## config.mk

```make
export PLATFORM = sky130hd
export DESIGN_NAME = nec_ir_frame_decoder_top
export DESIGN_NICKNAME = d
export VERILOG_FILES = /design/src/hw/rtl/nir_pkg.sv /design/src/hw/rtl/nir_in_reg.sv /design/src/hw/rtl/nir_win_check.sv /design/src/hw/rtl/nir_frame_ctl.sv /design/src/hw/rtl/nec_ir_frame_decoder_top.sv
export SDC_FILE = /design/constraint.sdc
export NUM_CORES = 1
export LEC_CHECK = 0
export BUFFER_PORTS_ARGS = -buffer_cell sky130_fd_sc_hd__buf_2
export CAP_MARGIN = 10
export CORE_ASPECT_RATIO = 1.5
export CORE_MARGIN = 5
export CORE_UTILIZATION = 61
export CTS_CLUSTER_DIAMETER = 60
export DETAILED_ROUTE_END_ITERATION = 10
export GPL_TIMING_DRIVEN = 0
export PLACE_DENSITY = 0.84
export SKIP_CTS_REPAIR_TIMING = 1
export SYNTH_ARGS = -nofsm -noshare
export SYNTH_HDL_FRONTEND = slang
export SYNTH_SLANG_ARGS = --single-unit
```

## constraint.sdc

```tcl
create_clock -name clock -period 5.5 [get_ports clock]
set_input_delay 1.65 -clock clock [delete_from_list [all_inputs] [get_ports clock]]
set_output_delay 1.65 -clock clock [all_outputs]
set_load 0.005 [all_outputs]
```

## src/hw/rtl/nir_pkg.sv

```systemverilog
`timescale 1ns / 1ps
// ----------------------------------------------------------------------------
// nir_pkg
// Types and timing windows shared by the NEC IR frame decoder.
// ----------------------------------------------------------------------------
package nir_pkg;

   localparam int DUR_W   = 16;
   localparam int CODE_W  = 32;
   localparam int COUNT_W = 6;
   localparam int POS_W   = 7;

   localparam logic [POS_W-1:0] POS_MAX = 7'd127;

   // Timing in microseconds; captured durations are in ticks.
   localparam int TICK_US       = 50;
   localparam int EXCESS_US     = 100;
   localparam int TOL_PCT       = 25;
   localparam int HDR_MARK_US   = 9000;
   localparam int HDR_SPACE_US  = 4500;
   localparam int BIT_MARK_US   = 560;
   localparam int ONE_SPACE_US  = 1600;
   localparam int ZERO_SPACE_US = 560;
   localparam int RPT_SPACE_US  = 2250;

   localparam int LoScale = 100 - TOL_PCT;
   localparam int HiScale = 100 + TOL_PCT;
   localparam int Div     = 100 * TICK_US;

   // Marks run long by the excess, spaces run short by it.
   localparam logic [DUR_W-1:0] HDR_MARK_LO =
      16'((HDR_MARK_US + EXCESS_US) * LoScale / Div);
   localparam logic [DUR_W-1:0] HDR_MARK_HI =
      16'((HDR_MARK_US + EXCESS_US) * HiScale / Div + 1);
   localparam logic [DUR_W-1:0] HDR_SPACE_LO =
      16'((HDR_SPACE_US - EXCESS_US) * LoScale / Div);
   localparam logic [DUR_W-1:0] HDR_SPACE_HI =
      16'((HDR_SPACE_US - EXCESS_US) * HiScale / Div + 1);
   localparam logic [DUR_W-1:0] BIT_MARK_LO =
      16'((BIT_MARK_US + EXCESS_US) * LoScale / Div);
   localparam logic [DUR_W-1:0] BIT_MARK_HI =
      16'((BIT_MARK_US + EXCESS_US) * HiScale / Div + 1);
   localparam logic [DUR_W-1:0] ONE_SPACE_LO =
      16'((ONE_SPACE_US - EXCESS_US) * LoScale / Div);
   localparam logic [DUR_W-1:0] ONE_SPACE_HI =
      16'((ONE_SPACE_US - EXCESS_US) * HiScale / Div + 1);
   localparam logic [DUR_W-1:0] ZERO_SPACE_LO =
      16'((ZERO_SPACE_US - EXCESS_US) * LoScale / Div);
   localparam logic [DUR_W-1:0] ZERO_SPACE_HI =
      16'((ZERO_SPACE_US - EXCESS_US) * HiScale / Div + 1);
   localparam logic [DUR_W-1:0] RPT_SPACE_LO =
      16'((RPT_SPACE_US - EXCESS_US) * LoScale / Div);
   localparam logic [DUR_W-1:0] RPT_SPACE_HI =
      16'((RPT_SPACE_US - EXCESS_US) * HiScale / Div + 1);

   typedef enum logic [1:0] {
      STATUS_ERROR  = 2'd0,
      STATUS_DATA   = 2'd1,
      STATUS_REPEAT = 2'd2
   } status_type;

   typedef struct packed {
      logic [DUR_W-1:0] duration;
      logic             frame_end;
   } req_word_type;

   typedef struct packed {
      status_type         status;
      logic [CODE_W-1:0]  code_value;
      logic [COUNT_W-1:0] bit_count;
   } rsp_word_type;

   typedef struct packed {
      logic hdr_mark;
      logic hdr_space;
      logic bit_mark;
      logic one_space;
      logic zero_space;
      logic rpt_space;
   } win_flags_type;

endpackage

```

## src/hw/rtl/nir_in_reg.sv

```systemverilog
`timescale 1ns / 1ps
// ----------------------------------------------------------------------------
// nir_in_reg
// Input register: holds one duration word until the decoder takes it.
// ----------------------------------------------------------------------------
module nir_in_reg (
   input  logic                  clock,
   input  logic                  reset,
   input  logic                  req_valid,
   output logic                  req_ready,
   input  nir_pkg::req_word_type req_word,
   input  logic                  advance,
   output logic                  in_valid,
   output nir_pkg::req_word_type in_word
);

   logic                  valid_ff, valid_in;
   nir_pkg::req_word_type word_ff;

   assign req_ready = !valid_ff || advance;
   assign valid_in  = req_ready ? req_valid : valid_ff;

   always_ff @(posedge clock) begin
      if (reset) begin
         valid_ff <= 1'b0;
      end else begin
         valid_ff <= valid_in;
      end
   end

   always_ff @(posedge clock) begin
      if (req_valid && req_ready) begin
         word_ff <= req_word;
      end
   end

   assign in_valid = valid_ff;
   assign in_word  = word_ff;

endmodule

```

## src/hw/rtl/nir_win_check.sv

```systemverilog
`timescale 1ns / 1ps
// ----------------------------------------------------------------------------
// nir_win_check
// Compares one duration against every NEC timing window.
// ----------------------------------------------------------------------------
module nir_win_check (
   input  logic [nir_pkg::DUR_W-1:0] duration,
   output nir_pkg::win_flags_type    flags
);

   always_comb begin
      flags.hdr_mark   = duration >= nir_pkg::HDR_MARK_LO   && duration <= nir_pkg::HDR_MARK_HI;
      flags.hdr_space  = duration >= nir_pkg::HDR_SPACE_LO  && duration <= nir_pkg::HDR_SPACE_HI;
      flags.bit_mark   = duration >= nir_pkg::BIT_MARK_LO   && duration <= nir_pkg::BIT_MARK_HI;
      flags.one_space  = duration >= nir_pkg::ONE_SPACE_LO  && duration <= nir_pkg::ONE_SPACE_HI;
      flags.zero_space = duration >= nir_pkg::ZERO_SPACE_LO && duration <= nir_pkg::ZERO_SPACE_HI;
      flags.rpt_space  = duration >= nir_pkg::RPT_SPACE_LO  && duration <= nir_pkg::RPT_SPACE_HI;
   end

endmodule

```

## src/hw/rtl/nir_frame_ctl.sv

```systemverilog
`timescale 1ns / 1ps
// ----------------------------------------------------------------------------
// nir_frame_ctl
// Frame state (position, shift data, check flags) and the result register.
// ----------------------------------------------------------------------------
module nir_frame_ctl #(
   parameter int CODE_BITS = 32
) (
   input  logic                   clock,
   input  logic                   reset,
   input  logic                   in_valid,
   input  nir_pkg::req_word_type  in_word,
   input  nir_pkg::win_flags_type flags,
   output logic                   advance,
   output logic                   rsp_valid,
   input  logic                   rsp_ready,
   output nir_pkg::rsp_word_type  rsp_word
);

   localparam logic [nir_pkg::POS_W-1:0] LastBitPos  = 7'(2 * CODE_BITS + 2);
   localparam logic [nir_pkg::POS_W-1:0] MinDataLast = 7'(2 * CODE_BITS + 3);

   logic [nir_pkg::POS_W-1:0]  pos_ff, pos_in;
   logic [nir_pkg::CODE_W-1:0] shift_ff, shift_in;
   logic                       err_ff, err_in;
   logic                       rso_ff, rso_in;
   logic                       rmo_ff, rmo_in;
   logic                       rsp_valid_ff, rsp_valid_in;
   nir_pkg::rsp_word_type      rsp_word_ff, rsp_word_in;
   logic [nir_pkg::POS_W-1:0]  pos_step;
   logic                       out_free;

   assign out_free = !rsp_valid_ff || rsp_ready;
   assign advance  = in_valid && (!in_word.frame_end || out_free);

   always_comb begin
      err_in   = err_ff;
      rso_in   = rso_ff;
      rmo_in   = rmo_ff;
      shift_in = shift_ff;
      if (pos_ff == 7'd1) begin
         if (!flags.hdr_mark) err_in = 1'b1;
      end else if (pos_ff == 7'd2) begin
         rso_in = !err_ff && flags.rpt_space;
         if (!flags.hdr_space) err_in = 1'b1;
      end else if (pos_ff >= 7'd3 && pos_ff <= LastBitPos) begin
         if (pos_ff == 7'd3) rmo_in = flags.bit_mark;
         // odd entries are bit marks, even entries carry the bit in the space
         priority if (pos_ff[0]) begin
            if (!flags.bit_mark) err_in = 1'b1;
         end else if (flags.one_space) begin
            shift_in = {shift_ff[nir_pkg::CODE_W-2:0], 1'b1};
         end else if (flags.zero_space) begin
            shift_in = {shift_ff[nir_pkg::CODE_W-2:0], 1'b0};
         end else begin
            err_in = 1'b1;
         end
      end
      pos_step = (pos_ff < nir_pkg::POS_MAX) ? pos_ff + 7'd1 : pos_ff;
      pos_in   = pos_step;

      rsp_word_in.status     = nir_pkg::STATUS_ERROR;
      rsp_word_in.code_value = '0;
      rsp_word_in.bit_count  = '0;
      if (pos_ff == 7'd3 && rso_in && rmo_in) begin
         rsp_word_in.status     = nir_pkg::STATUS_REPEAT;
         rsp_word_in.code_value = '1;
      end else if (pos_ff >= MinDataLast && !err_in) begin
         rsp_word_in.status     = nir_pkg::STATUS_DATA;
         rsp_word_in.code_value = shift_in;
         rsp_word_in.bit_count  = 6'(CODE_BITS);
      end

      // end of frame: start clean for the next one
      if (in_word.frame_end) begin
         pos_in   = '0;
         shift_in = '0;
         err_in   = 1'b0;
         rso_in   = 1'b0;
         rmo_in   = 1'b0;
      end

      if (advance && in_word.frame_end) begin
         rsp_valid_in = 1'b1;
      end else if (rsp_ready) begin
         rsp_valid_in = 1'b0;
      end else begin
         rsp_valid_in = rsp_valid_ff;
      end
   end

   always_ff @(posedge clock) begin
      if (reset) begin
         pos_ff       <= '0;
         shift_ff     <= '0;
         err_ff       <= 1'b0;
         rso_ff       <= 1'b0;
         rmo_ff       <= 1'b0;
         rsp_valid_ff <= 1'b0;
      end else begin
         if (advance) begin
            pos_ff   <= pos_in;
            shift_ff <= shift_in;
            err_ff   <= err_in;
            rso_ff   <= rso_in;
            rmo_ff   <= rmo_in;
         end
         rsp_valid_ff <= rsp_valid_in;
      end
   end

   always_ff @(posedge clock) begin
      if (advance && in_word.frame_end) begin
         rsp_word_ff <= rsp_word_in;
      end
   end

   assign rsp_valid = rsp_valid_ff;
   assign rsp_word  = rsp_word_ff;

endmodule

```

## src/hw/rtl/nec_ir_frame_decoder_top.sv

```systemverilog
`timescale 1ns / 1ps
// ----------------------------------------------------------------------------
// nec_ir_frame_decoder_top
// NEC IR frame decoder: one captured duration in, one result per frame out.
//
// req_*: one word per captured mark or space, in 50 us ticks; frame_end flags
// the last word of a frame. The first word of each frame (the gap) is skipped.
// rsp_*: one word per frame: status, 32-bit code and bit count.
// Throughput: one req word per cycle while rsp keeps up. Words that do not
// end a frame are taken every cycle even while a result waits.
// Path: a frame_end word is held in the input register, then its result is
// registered in the result register once that register is free.
// Stall: while rsp_ready is low a waiting result holds; a frame_end word then
// waits in the input register and req_ready drops until the result leaves.
// Reset: clears frame state and both valid flags; the next word starts a
// new frame.
// ----------------------------------------------------------------------------
module nec_ir_frame_decoder_top #(
   parameter int CODE_BITS = 32
) (
   input  logic                  clock,
   input  logic                  reset,
   input  logic                  req_valid,
   output logic                  req_ready,
   input  nir_pkg::req_word_type req_word,
   output logic                  rsp_valid,
   input  logic                  rsp_ready,
   output nir_pkg::rsp_word_type rsp_word
);

   logic                   advance;
   logic                   in_valid;
   nir_pkg::req_word_type  in_word;
   nir_pkg::win_flags_type flags;

   nir_in_reg u_in_reg (
      .clock     (clock),
      .reset     (reset),
      .req_valid (req_valid),
      .req_ready (req_ready),
      .req_word  (req_word),
      .advance   (advance),
      .in_valid  (in_valid),
      .in_word   (in_word)
   );

   nir_win_check u_win_check (
      .duration (in_word.duration),
      .flags    (flags)
   );

   nir_frame_ctl #(
      .CODE_BITS (CODE_BITS)
   ) u_frame_ctl (
      .clock     (clock),
      .reset     (reset),
      .in_valid  (in_valid),
      .in_word   (in_word),
      .flags     (flags),
      .advance   (advance),
      .rsp_valid (rsp_valid),
      .rsp_ready (rsp_ready),
      .rsp_word  (rsp_word)
   );

endmodule

```

==> run summary <==
The run finished with clean final reports. The mean routed wirelength per cell came out at 15.5 um. The worst path needs 4020 ps of the cycle, external delays included.

The most repeated cell in the gate-level netlist after synthesis is sky130_fd_sc_hd__edfxtp_1. The run gives 57.8% as the normalized max-slew margin. The library cell contributing the largest single delay on the critical path was sky130_fd_sc_hd__nor2b_1. The power density relative to cell area works out to 268 nW/um^2.

Derived from the worst setup path, the maximum achievable clock frequency is 0.249 GHz. TritonCTS built the clock tree. The tools report the kind of end point of the critical path as an output pin.

The final count of hold timing violations came out at 0. The worst-case IR drop observed on VDD is 0.000226 V. Across every metal layer, demand over resource in global routing totals 18.2%. Once detail routing completed, the nets flagged for antenna violations numbered 0.

The kind of critical path is in2out. The number of warnings issued by yosys is 0. Setup repair after global routing left no endpoint under its margin.

The routed layout has 2894 vias. STA puts the critical path data required time at 3850 ps. The placement row count is 37, and the width of the die is 78.4 um.

After legalization and detailed placement, the total HPWL measured 5730 um. Starting utilization of the core area: 62.5%. The sum of negative setup slack is 0 ps. The run gives 342 as the number of cells produced by synthesis. The sum of buffers and inverters on the critical path is 2, and the global-route wire length before repair is 12600 um. The floorplan step set the die height to 113 um.

Largest area contributor in the netlist: sky130_fd_sc_hd__edfxtp_1. Once placement finished, the instance area stood at 4700 sq um. Number of antenna violations at the first check in global routing: 0. Summed over all layers, the routed wires come to 7720 um.

In the finished design, the share of the clock period the worst path needs comes to 73.2%. For this run, the leading register cell type out of synthesis is sky130_fd_sc_hd__edfxtp_1. Setup violations remaining at the end of the flow were counted as 0. The mean post-synth cell area was 12.5 sq um. After clock tree synthesis, the clock-pin slew on the worst setup and hold paths is 80 ps. The number of slew-limit violations in the final report came out at 0. The commonest cells after synthesis are sky130_fd_sc_hd__edfxtp_1, sky130_fd_sc_hd__dfxtp_1, sky130_fd_sc_hd__mux2i_1. The tightest min-delay check is of the reg2reg type.

At the placement stage, the worst setup path has a slack of 1510 ps. For the leakage power summed over all cells, the log shows 1.79 nW. For the count of H-tree levels built during CTS, the log shows 3.

The number of global-route vias before repair came out at 2827. For this run, the register share of the synthesized area comes to 56.3%. Yosys attributes the largest share of cell area to sky130_fd_sc_hd__edfxtp_1, sky130_fd_sc_hd__dfxtp_1, sky130_fd_sc_hd__mux2i_1, sky130_fd_sc_hd__a22o_1, sky130_fd_sc_hd__o21ai_2. The clock network latency to the later pin of the worst-skew pair is 370 ps, and the number of placed I/O pins is 63. Netlist area before placement: 4280 sq um. Broken down by cell family, the worst path's largest delay share belongs to simple AND/OR/NAND/NOR gates. The total of buffers placed on input and output ports was 57; the actual transition at the worst max-transition pin was 628 ps.

The delay of the slowest cell on the worst path was 300 ps; the number of nets in the layout was 440. The number of DRC markers in iteration 0 is 98. For this design, the sink count on the clock tree is 95.

In this run the standard cell core region covers 6850 sq um. After routing the design area is 4950 sq um. Yosys mapped the design onto 56 distinct sky130hd cell types. The tools report the overflow left after global routing as 0.

On the final layout, the worst clock skew is 9.60 ps. The post-synthesis register bit count came out at 95. The number of flops mapped to enable cells by yosys came out at 51.

For this run, design rule violations remaining after detail routing come to 0. The number of max-cap violations came out at 0. Post-route worst setup slack: 1480 ps.

The first-pass detailed-route iteration total came out at 4. Of the post-synthesis cell area, the dominant cell type holds 35.8%. Clock tree synthesis inserted a total of 9 buffers.

At the end of routability-driven placement, the weighted congestion stood at 0.837. STA puts the critical path data arrival time at 2370 ps. The root buffer cell chosen for the clock tree is sky130_fd_sc_hd__clkbuf_8. The async set-or-reset flop fraction in the synthesized netlist is 0%, and the maximum fanout count along the critical path is 5. The share of layout cells above drive strength 1 was 32.8%. The floorplan step defined a die boundary enclosing 8830 sq um.

The growth of design area from synthesis to finish came out at 15.6%. The per-cell via count in the routed design is 5.80. The element type at the critical path start is an input port.

The pin count of the biggest net entering global routing came out at 35. Across all hold checks on the routed design, the worst slack comes to 470 ps. The clock passes through at most 2 buffers. The number of antenna diodes in the final layout is 0. The dominant cell type by count on the critical path was sky130_fd_sc_hd__buf_2.

The signal on the critical path passes through buf_2 > nor2b_1 > nand3_1 > buf_2.
stage by stage:
stage | utilization (%) | power, W | std cells
3_5_place_dp | 68.6 | 0.000843 | 482
2_1_floorplan | - | 0.000818 | 346
4_1_cts | 71.9 | 0.00133 | 498
6_report | 72.3 | 0.00132 | 499
5_1_grt | 72.3 | 0.00138 | 499
3_3_place_gp | 68.3 | 0.000839 | 481
worst register-to-register path: stages, from the launching register on:
cell	delay (ps)
sky130_fd_sc_hd__dfxtp_1	370
sky130_fd_sc_hd__clkbuf_1	330
sky130_fd_sc_hd__inv_1	90
sky130_fd_sc_hd__ha_1	270
sky130_fd_sc_hd__o311ai_1	390
sky130_fd_sc_hd__o2111a_1	250
sky130_fd_sc_hd__buf_4	140
sky130_fd_sc_hd__buf_2	280
sky130_fd_sc_hd__mux2i_1	290
sky130_fd_sc_hd__o21ai_2	90
final timing paths:
| path | slack (ps) | start | cells past startpoint | end |
|---|---|---|---|---|
| max | 1480 | rsp_ready | 4 | req_ready |
| min | 470 | u_frame_ctl.rmo_ff$_SDFFE_PP0P_ | 2 | u_frame_ctl.rmo_ff$_SDFFE_PP0P_ |
| max reg2reg | 2760 | u_frame_ctl.pos_ff[0]$_SDFFE_PP0P_ | 9 | u_frame_ctl.rsp_word[18]$_SDFFCE_PP1P_ |
| min reg2reg | 470 | u_frame_ctl.rmo_ff$_SDFFE_PP0P_ | 2 | u_frame_ctl.rmo_ff$_SDFFE_PP0P_ |
power by group:
| group | internal (W) | total, W | switching [W] |
|---|---|---|---|
| Sequential | 0.000760 | 0.000768 | 0.00000816 |
| Combinational | 0.0000267 | 0.0000603 | 0.0000336 |
| Clock | 0.000264 | 0.000497 | 0.000232 |
| Total | 0.00105 | 0.00132 | 0.000274 |
area by class of cell:
cell class / count / area (sq um)
plain buffers: 27 / 195
clock buffers: 13 / 180
clock inverters: 3 / 46.3
fillers: 491 / 1900
inverters: 10 / 37.5
multi-input cells: 214 / 1660
flip-flops and latches: 95 / 2410
well taps: 78 / 97.6
repair buffers: 59 / 324
cells in the final DEF, fill, tap and decap left out, types with 2 or more instances in the layout:
master,instances
sky130_fd_sc_hd__and3_1,3
sky130_fd_sc_hd__mux2i_1,32
sky130_fd_sc_hd__o21ai_0,4
sky130_fd_sc_hd__nand2b_1,5
sky130_fd_sc_hd__nor4b_4,2
sky130_fd_sc_hd__dfxtp_1,44
sky130_fd_sc_hd__a22o_1,31
sky130_fd_sc_hd__inv_2,2
sky130_fd_sc_hd__edfxtp_1,51
sky130_fd_sc_hd__clkbuf_8,11
sky130_fd_sc_hd__nand3_1,5
sky130_fd_sc_hd__nor2_1,18
sky130_fd_sc_hd__or4_4,2
sky130_fd_sc_hd__conb_1,5
sky130_fd_sc_hd__o21ai_2,29
sky130_fd_sc_hd__buf_4,11
sky130_fd_sc_hd__o211ai_1,2
sky130_fd_sc_hd__o21a_1,2
sky130_fd_sc_hd__inv_1,8
sky130_fd_sc_hd__o21ai_1,5
sky130_fd_sc_hd__buf_2,63
sky130_fd_sc_hd__nor3_1,5
sky130_fd_sc_hd__nor2b_1,3
sky130_fd_sc_hd__or3_1,2
sky130_fd_sc_hd__nor4_1,3
sky130_fd_sc_hd__a21oi_1,8
sky130_fd_sc_hd__xnor2_1,5
sky130_fd_sc_hd__ha_1,3
sky130_fd_sc_hd__nand2_1,12
sky130_fd_sc_hd__o311ai_0,2
sky130_fd_sc_hd__buf_6,7
sky130_fd_sc_hd__clkbuf_1,5
routing by layer:
| metal | wire length, um | GRT usage [%] | vias up |
|---|---|---|---|
| met1 | 2910 | 18.0 | 1391 |
| li1 | - | - | 1435 |
| met3 | 299 | 5.38 | 13 |
| met2 | 4360 | 34.7 | 55 |
| met5 | 0 | 0 | - |
| met4 | 140 | 7.00 | 0 |
flip-flops by register name, indices dropped and copies added, names as in the netlist:
signal and flops:
u_frame_ctl.pos_ff 7, u_frame_ctl.rsp_word 34, u_frame_ctl.rmo_ff 1, u_frame_ctl.rsp_valid 1, u_frame_ctl.rso_ff 1, u_frame_ctl.err_ff 1
u_frame_ctl.shift_ff 32, u_in_reg.in_word 17, u_in_reg.in_valid 1
logic make-up after synthesis:
kind of cell / synth area share [%]
AO/OA/AOI/OAI: 19.4
flip-flops: 56.3
AND/OR/NAND/NOR: 9.41
buffers and inverters: 5.43
multiplexers: 7.48
XOR/XNOR: 1.02
adder cells (fa/ha/maj): 0.877
other: 0.0876
Note: power is estimated with default switching activity, not from simulation.
